`src/hw/rtl/combination_cover_search_counter_macros.svh`:
```
// ----------------------------------------------------------------------------
// combination_cover_search_counter assertion macros
// Concurrent assertion helpers, compiled away when SYNTH is defined.
// ----------------------------------------------------------------------------
`ifndef COMBINATION_COVER_SEARCH_COUNTER_MACROS_SVH
`define COMBINATION_COVER_SEARCH_COUNTER_MACROS_SVH

`ifndef SYNTH

`define CCSC_ASSERT_IMPLY(label, clk_s, rst_n_s, ante, cons) \
	label: assert property (@(posedge clk_s) disable iff (!rst_n_s) (ante) |-> (cons)) \
		else $error("assertion failed");

`define CCSC_ASSERT_NEXT(label, clk_s, rst_n_s, ante, cons) \
	label: assert property (@(posedge clk_s) disable iff (!rst_n_s) (ante) |=> (cons)) \
		else $error("assertion failed");

`else

`define CCSC_ASSERT_IMPLY(label, clk_s, rst_n_s, ante, cons)

`define CCSC_ASSERT_NEXT(label, clk_s, rst_n_s, ante, cons)

`endif

`endif

```
`src/hw/rtl/ccsc_pkg.sv`:
```
// ----------------------------------------------------------------------------
// ccsc_pkg
// Shared widths, register indexes and interface types of the cover search
// counter.
// ----------------------------------------------------------------------------
package ccsc_pkg;

	localparam int MASK_W      = 64;
	localparam int POS_W       = $clog2(MASK_W);
	localparam int TRIES_W     = 61;
	localparam int CNT_W       = 7;
	localparam int PROD_W      = TRIES_W + CNT_W;
	localparam int MAX_LEN_DEF = 64;

	localparam int REG_IDX_W = 1;
	localparam logic [REG_IDX_W-1:0] REG_DATA_COUNT  = 1'd0;
	localparam logic [REG_IDX_W-1:0] REG_CHECK_COUNT = 1'd1;

	localparam logic [CNT_W-1:0] DATA_COUNT_RST  = 7'd26;
	localparam logic [CNT_W-1:0] CHECK_COUNT_RST = 7'd5;

	typedef struct packed {
		logic               start;
		logic [TRIES_W-1:0] value;
		logic [CNT_W-1:0]   mult;
		logic [CNT_W-1:0]   divisor;
	} md_req_t;

	typedef struct packed {
		logic               done;
		logic [TRIES_W-1:0] quot;
	} md_rsp_t;

endpackage

```
`src/hw/rtl/combination_cover_search_counter.sv`:
```
// ----------------------------------------------------------------------------
// combination_cover_search_counter
// Ranks the first covering pattern of an erasure mask among all n-bit
// patterns with check_count ones, in decreasing lexicographic order.
// ----------------------------------------------------------------------------
// A mask is taken when start is high and busy is low; busy stays high until
// the result is shown on tries, found and config_error for the single cycle
// in which done is high, and the receiver must take it then. A bad length
// holds busy for that one result cycle only. Otherwise busy covers counting the
// erasures, a setup state, building the pattern, walking it from the end and
// the result cycle. Every walk step after the first one has been passed,
// except at the last position, waits in the bit-serial divide of ccsc_muldiv
// that updates the running binomial. Configuration writes are always
// accepted and must only be made while busy is low.
`include "combination_cover_search_counter_macros.svh"

module combination_cover_search_counter import ccsc_pkg::*; #(
	parameter int MAX_LEN = MAX_LEN_DEF
) (
	input  logic                 clk,
	input  logic                 arst_n,
	input  logic                 start,
	output logic                 busy,
	input  logic [MASK_W-1:0]    erasure_mask,
	input  logic                 cfg_valid,
	output logic                 cfg_ready,
	input  logic [REG_IDX_W-1:0] cfg_index,
	input  logic [CNT_W-1:0]     cfg_data,
	output logic                 done,
	output logic [TRIES_W-1:0]   tries,
	output logic                 found,
	output logic                 config_error
);

	localparam logic [2:0] ST_IDLE  = 3'd0;
	localparam logic [2:0] ST_COUNT = 3'd1;
	localparam logic [2:0] ST_PREP  = 3'd2;
	localparam logic [2:0] ST_FILL  = 3'd3;
	localparam logic [2:0] ST_WALK  = 3'd4;
	localparam logic [2:0] ST_WAIT  = 3'd5;
	localparam logic [2:0] ST_DONE  = 3'd6;

	logic [2:0]         state_q;
	logic [CNT_W-1:0]   dc_q;
	logic [CNT_W-1:0]   cc_q;
	logic [MASK_W-1:0]  mask_q;
	logic [MASK_W-1:0]  pat_q;
	logic [CNT_W-1:0]   n_q;
	logic [POS_W-1:0]   idx_q;
	logic [CNT_W-1:0]   ones_q;
	logic [CNT_W-1:0]   need_q;
	logic [CNT_W-1:0]   s_q;
	logic [TRIES_W-1:0] v_q;
	logic [TRIES_W-1:0] acc_q;
	logic               found_q;
	logic               err_q;

	logic [CNT_W:0]     n_sum;
	logic               mask_bit;
	logic               last_pos;
	logic               fill_bit;
	logic               walk_bit;
	md_req_t            md_req;
	md_rsp_t            md_rsp;

	assign n_sum    = {1'b0, dc_q} + {1'b0, cc_q};
	assign mask_bit = mask_q[~idx_q];
	assign last_pos = (idx_q == POS_W'(n_q - CNT_W'(1)));
	assign walk_bit = pat_q[0];

	always_comb begin
		if (found_q) begin
			fill_bit = mask_bit | (need_q != '0);
		end else begin
			fill_bit = ({1'b0, idx_q} >= dc_q);
		end
	end

	always_comb begin
		md_req.value   = v_q;
		md_req.mult    = {1'b0, idx_q} + CNT_W'(1);
		md_req.divisor = walk_bit ? s_q : ({1'b0, idx_q} + CNT_W'(2) - s_q);
		md_req.start   = (state_q == ST_WALK) && !last_pos && (s_q != '0);
	end

	ccsc_muldiv u_muldiv (
		.clk    (clk),
		.arst_n (arst_n),
		.req    (md_req),
		.rsp    (md_rsp)
	);

	// configuration registers
	always_ff @(posedge clk or negedge arst_n) begin
		if (!arst_n) begin
			dc_q <= DATA_COUNT_RST;
			cc_q <= CHECK_COUNT_RST;
		end else if (cfg_valid && cfg_ready) begin
			case (cfg_index)
				REG_DATA_COUNT:  dc_q <= cfg_data;
				REG_CHECK_COUNT: cc_q <= cfg_data;
				default: ;
			endcase
		end
	end

	always_ff @(posedge clk or negedge arst_n) begin
		if (!arst_n) begin
			state_q <= ST_IDLE;
			mask_q  <= '0;
			pat_q   <= '0;
			n_q     <= '0;
			idx_q   <= '0;
			ones_q  <= '0;
			need_q  <= '0;
			s_q     <= '0;
			v_q     <= '0;
			acc_q   <= '0;
			found_q <= 1'b0;
			err_q   <= 1'b0;
		end else begin
			case (state_q)
				ST_IDLE: begin
					if (start) begin
						if (n_sum == '0 || n_sum > (CNT_W+1)'(MAX_LEN)) begin
							acc_q   <= '0;
							found_q <= 1'b0;
							err_q   <= 1'b1;
							state_q <= ST_DONE;
						end else begin
							mask_q  <= erasure_mask;
							n_q     <= CNT_W'(n_sum);
							idx_q   <= '0;
							ones_q  <= '0;
							err_q   <= 1'b0;
							state_q <= ST_COUNT;
						end
					end
				end
				ST_COUNT: begin
					ones_q <= ones_q + CNT_W'(mask_bit);
					if (last_pos) begin
						idx_q   <= '0;
						state_q <= ST_PREP;
					end else begin
						idx_q <= idx_q + POS_W'(1);
					end
				end
				ST_PREP: begin
					found_q <= (ones_q <= cc_q);
					need_q  <= cc_q - ones_q;
					state_q <= ST_FILL;
				end
				ST_FILL: begin
					pat_q <= {pat_q[MASK_W-2:0], fill_bit};
					if (found_q && !mask_bit && need_q != '0) begin
						need_q <= need_q - CNT_W'(1);
					end
					if (last_pos) begin
						idx_q   <= '0;
						s_q     <= '0;
						v_q     <= '0;
						acc_q   <= TRIES_W'(1);
						state_q <= ST_WALK;
					end else begin
						idx_q <= idx_q + POS_W'(1);
					end
				end
				ST_WALK: begin
					if (!walk_bit && s_q != '0) begin
						acc_q <= acc_q + v_q;
					end
					if (last_pos) begin
						state_q <= ST_DONE;
					end else begin
						pat_q <= {1'b0, pat_q[MASK_W-1:1]};
						idx_q <= idx_q + POS_W'(1);
						if (walk_bit) begin
							s_q <= s_q + CNT_W'(1);
						end
						if (s_q != '0) begin
							state_q <= ST_WAIT;
						end else if (walk_bit) begin
							v_q <= TRIES_W'(1);
						end
					end
				end
				ST_WAIT: begin
					if (md_rsp.done) begin
						v_q     <= md_rsp.quot;
						state_q <= ST_WALK;
					end
				end
				ST_DONE: begin
					state_q <= ST_IDLE;
				end
				default: begin
					state_q <= ST_IDLE;
				end
			endcase
		end
	end

	assign busy         = (state_q != ST_IDLE);
	assign cfg_ready    = 1'b1;
	assign done         = (state_q == ST_DONE);
	assign tries        = acc_q;
	assign found        = found_q & ~err_q;
	assign config_error = err_q;

	`CCSC_ASSERT_NEXT(a_accept_busy, clk, arst_n, start && !busy, busy)
	`CCSC_ASSERT_NEXT(a_done_frees, clk, arst_n, done, !busy)
	`CCSC_ASSERT_IMPLY(a_err_zero, clk, arst_n, done && config_error, tries == '0 && !found)
	`CCSC_ASSERT_IMPLY(a_ok_nonzero, clk, arst_n, done && !config_error, tries != '0)

endmodule

```
`src/hw/rtl/ccsc_muldiv.sv`:
```
// ----------------------------------------------------------------------------
// ccsc_muldiv
// Computes value * mult / divisor for an exact quotient: one registered
// narrow multiply, then a bit-serial restoring divide, one bit per cycle.
// ----------------------------------------------------------------------------
module ccsc_muldiv import ccsc_pkg::*; (
	input  logic    clk,
	input  logic    arst_n,
	input  md_req_t req,
	output md_rsp_t rsp
);

	localparam int ITER_W = $clog2(PROD_W + 1);
	localparam int REM_W  = CNT_W - 1;

	logic              run_q;
	logic              done_q;
	logic [ITER_W-1:0] cnt_q;
	logic [PROD_W-1:0] dvd_q;
	logic [REM_W-1:0]  rem_q;
	logic [CNT_W-1:0]  d_q;

	logic [PROD_W-1:0] prod;
	logic [CNT_W-1:0]  trial;
	logic              qbit;

	assign prod  = PROD_W'(req.value) * PROD_W'(req.mult);
	assign trial = {rem_q, dvd_q[PROD_W-1]};
	assign qbit  = (trial >= d_q);

	always_ff @(posedge clk or negedge arst_n) begin
		if (!arst_n) begin
			run_q  <= 1'b0;
			done_q <= 1'b0;
			cnt_q  <= '0;
		end else if (req.start) begin
			run_q  <= 1'b1;
			done_q <= 1'b0;
			cnt_q  <= ITER_W'(PROD_W);
		end else if (run_q) begin
			cnt_q <= cnt_q - ITER_W'(1);
			if (cnt_q == ITER_W'(1)) begin
				run_q  <= 1'b0;
				done_q <= 1'b1;
			end
		end else begin
			done_q <= 1'b0;
		end
	end

	always_ff @(posedge clk) begin
		if (req.start) begin
			dvd_q <= prod;
			rem_q <= '0;
			d_q   <= req.divisor;
		end else if (run_q) begin
			dvd_q <= {dvd_q[PROD_W-2:0], qbit};
			rem_q <= qbit ? REM_W'(trial - d_q) : REM_W'(trial);
		end
	end

	assign rsp.done = done_q;
	assign rsp.quot = dvd_q[TRIES_W-1:0];

endmodule

```
`config.mk`:
```
export PLATFORM = sky130hd
export DESIGN_NAME = combination_cover_search_counter
export DESIGN_NICKNAME = d
export VERILOG_FILES = /design/src/hw/rtl/ccsc_pkg.sv /design/src/hw/rtl/combination_cover_search_counter.sv /design/src/hw/rtl/ccsc_muldiv.sv
export VERILOG_INCLUDE_DIRS = /design/src /design/src/hw/rtl
export SDC_FILE = /design/constraint.sdc
export NUM_CORES = 2
export LEC_CHECK = 0
export BUFFER_PORTS_ARGS = -buffer_cell sky130_fd_sc_hd__buf_4
export CORE_MARGIN = 3
export CORE_UTILIZATION = 65
export CTS_BUF_LIST = sky130_fd_sc_hd__clkbuf_4
export CTS_CLUSTER_DIAMETER = 80
export DETAILED_ROUTE_END_ITERATION = 12
export PLACE_DENSITY = 0.83
export REMOVE_ABC_BUFFERS = 1
export SLEW_MARGIN = 25
export SYNTH_ARGS = -nofsm -noshare
export SYNTH_HDL_FRONTEND = slang
export SYNTH_HIERARCHICAL = 1
export SYNTH_SLANG_ARGS = --single-unit
export TNS_END_PERCENT = 10
```
`constraint.sdc`:
```
create_clock -name clk -period 13.2 [get_ports clk]
set_input_delay 0.66 -clock clk [delete_from_list [all_inputs] [get_ports clk]]
set_output_delay 0.66 -clock clk [all_outputs]
set_load 0.01 [all_outputs]
```
==> qor.yml <==
vias: 29414
ios: 142
grt.met1_usage: 0.455
p_total_mw: 7.47
area_delta_synth_final_pct: 9.19
final_antenna_net_count: 0
synth_top_area_share: 0.214
rows: 85
syn-cell-area_mm2: 0.0358
multiInputGateArea_mm2: 0.0232
synth_ff_type: "dfrtp_1"
r2r_cells: 22
path_clk_slew_ns: 0.08
cts_tree: "done"
met2_usage: 0.548
clock_sinks: 392
hold_class: "input port to register"
final_cell_mix: "nand2_1, and2_1, inv_1, dfrtp_1, fa_1"
ys_ff_latch: 392
grt_max_degree: 138
min_path_cells: 4
drc: 0
crit_buf_inv: 4
start_kind: "register"
numCtsBuffers: 110
core-area_mm2: 0.0541
max_freq_mhz: 128
p_leak_nw: 19.0
fp.dieH_um: 241
final_nets: 4547
die_w_um: 241
slew_viol_final: 0
setup.worst_path.class: "register to register"
drv_cap: 0
h-tree-depth: 3
overflow: 0
synthTopCellsByArea: "dfrtp_1, fa_1, ha_1, edfxtp_1, and2_1"
tns_ns: 0
antenna_found_initial: 3
ys_types: 95
top_usage_layer: "met2"
hold_viol_final: 0
synth_area_per_cell_um2: 9.20
synth_top_area_cell: "dfrtp_1"
r2r_setup_slack_ns: 5.42
final_common_cell: "nand2_1"
crit_path_end_kind: "register"
routed_via_density: 6.16
dr.pass1.iters: 6
grtUsageTotal: 0.344
io_buffers: 140
place_hpwl_um: 65300
synth_cells: 3888
clockRootBuffer: "clkbuf_4"
clock_latency_ns: 0.95
ys_seq_area_frac: 0.284
status: "finished clean"
nFillCells: 3899
first_iter_violations: 2679
cp_data_required_time_ns: 13.98
finalClockSkew_ns: 0.0807
layout-drive-gt1-share: 0.124
rsz0062_at_grt: "false"
worst-path-stages: 22
place_ws_ns: 5.18
cts.path.max_buffers: 3
die_area_mm2: 0.0579
slew_headroom: 0.333
worstPathMaxFanout: 32
setup_slack_ns: 5.42
finalCritPeriodShare: 0.590
critPathMaxStageDelay_ns: 0.80
finalWeightedCongestion: 0.926
period_needed_ns: 7.78
grt_pass1_vias: 30022
setup_violations: 0
seqCellArea_mm2: 0.0102
synth-async-reset-ratio: 0.793
grtUsageMet3: 0.0784
ir_worst_vdd_uv: 173
tightest_slew_ns: 0.999
start_util: 0.661
wl_um: 96800
grt_pass1_wl_um: 158000
routedWlPerCell_um: 20.3
cpMaxStageDelayCell: "xor2_4"
power_density_mw_per_mm2: 191
yosysWarnings: 6
synth_edf_count: 75
crit_chain: "buf_4 -> ha_1 -> xor2_4 -> buf_4 -> and2_1 -> fa_1 -> fa_1 -> fa_1 -> inv_1 -> fa_1 -> inv_1 -> ha_1 -> a21o_1 -> a21oi_1 -> o221ai_1 -> nand3b_1 -> a221oi_1 -> a21oi_1 -> o21ai_1 -> a21oi_1 -> or3_1 -> a31oi_1"
cpLargestDelayFamily: "adder cells"
crit_top_cell: "fa_1"
cts_resized: 0
critical_path_arrival_ns: 8.56
## cell type report
| cell class | count | area share |
|---|---|---|
| multi-input cells | 2900 | 0.594 |
| flip-flops and latches | 392 | 0.260 |
| repair buffers | 242 | 0.0523 |
| clock buffers | 169 | 0.0325 |
| inverters | 333 | 0.0320 |
| well taps | 696 | 0.0223 |
| clock inverters | 36 | 0.00625 |
| diodes | 5 | 0.000320 |
## power breakdown
part / switching (mW) / internal (mW)
Clock: 0.618 / 0.617
Combinational: 2.31 / 1.50
Sequential: 0.602 / 1.83
## sequential cells by signal, indices dropped and copies added (netlist names), 3 cells and up
name,flops
idx_q,6
dc_q,7
v_q,61
state_q,3
u_muldiv/rem_q,6
ones_q,7
need_q,7
pat_q,64
mask_q,64
u_muldiv/d_q,7
s_q,7
tries,61
u_muldiv/cnt_q,7
n_q,6
cc_q,7
u_muldiv/dvd_q,68
## synthesized netlist by cell type, types with 9 or more instances
| cell type | number |
|---|---|
| mux2_2 | 68 |
| nor3_1 | 42 |
| mux2_1 | 67 |
| and4_1 | 12 |
| a21oi_1 | 186 |
| o211ai_1 | 10 |
| mux4_2 | 21 |
| clkbuf_1 | 169 |
| or3_1 | 12 |
| o21bai_1 | 32 |
| o21ai_1 | 82 |
| dfrtp_1 | 306 |
| a22o_1 | 9 |
| xor2_1 | 72 |
| buf_4 | 70 |
| nand3_1 | 35 |
| nand2b_1 | 21 |
| and3_1 | 14 |
| fa_1 | 299 |
| o21a_1 | 10 |
| nor2_1 | 177 |
| edfxtp_1 | 75 |
| a21o_1 | 98 |
| nand4_1 | 40 |
| o21ai_0 | 173 |
| a31oi_1 | 78 |
| nor2b_1 | 20 |
| buf_2 | 16 |
| ha_1 | 193 |
| and2_1 | 339 |
| inv_1 | 332 |
| a211oi_1 | 22 |
| nand2_1 | 544 |
| xnor2_1 | 71 |
## metal layers
metal	vias to the layer above	part of all wire
li1	13273	-
met2	1354	0.47
met3	287	0.083
met4	0	0.044
met1	14500	0.40
met5	-	0
## through the flow
stage                     instances  hold slack (ns)   util  area [um^2]
after global routing           4773            0.149  0.721        39000
after floorplan                3625            0.364      -        34500
after detailed placement       4489            0.469  0.679        36800
after global placement         4489            0.461  0.679        36800
after CTS                      4767           0.0664  0.720        39000
final                          4773            0.151  0.721        39000
## kinds of logic (layout without fill, tap and decap cells)
group / after synthesis / in the layout / synth area share
XOR/XNOR: 143 / 143 / 0.0350
AND/OR/NAND/NOR: 1298 / 1298 / 0.177
adder cells (fa/ha/maj): 492 / 492 / 0.235
AO/OA/AOI/OAI: 804 / 804 / 0.141
other: 1 / 6 / 0.000105
buffers and inverters: 596 / 780 / 0.0705
multiplexers: 162 / 162 / 0.0574
flip-flops: 392 / 392 / 0.284
## worst paths after layout
kind	from	endpoint
min in group asynchronous	arst_n	mask_q[12]
setup reg to reg	idx_q[0]	u_muldiv/dvd_q[67]
max in group asynchronous	arst_n	tries[18]
hold reg to reg	ones_q[6]	ones_q[6]
setup / recovery	idx_q[0]	u_muldiv/dvd_q[67]
hold / removal	cfg_index	dc_q[3]
## tightest hold or removal path, stage by stage
cell and delay [ns]:
buf_4 0.09, nor2b_1 0.15, nand2_1 0.10, o21ai_0 0.07
## timing repair
item	in CTS	in global routing
setup buffers	0	0
endpoints found under the hold margin	189	0
hold buffers	73	0
Note: power is estimated with default switching activity, not from simulation.
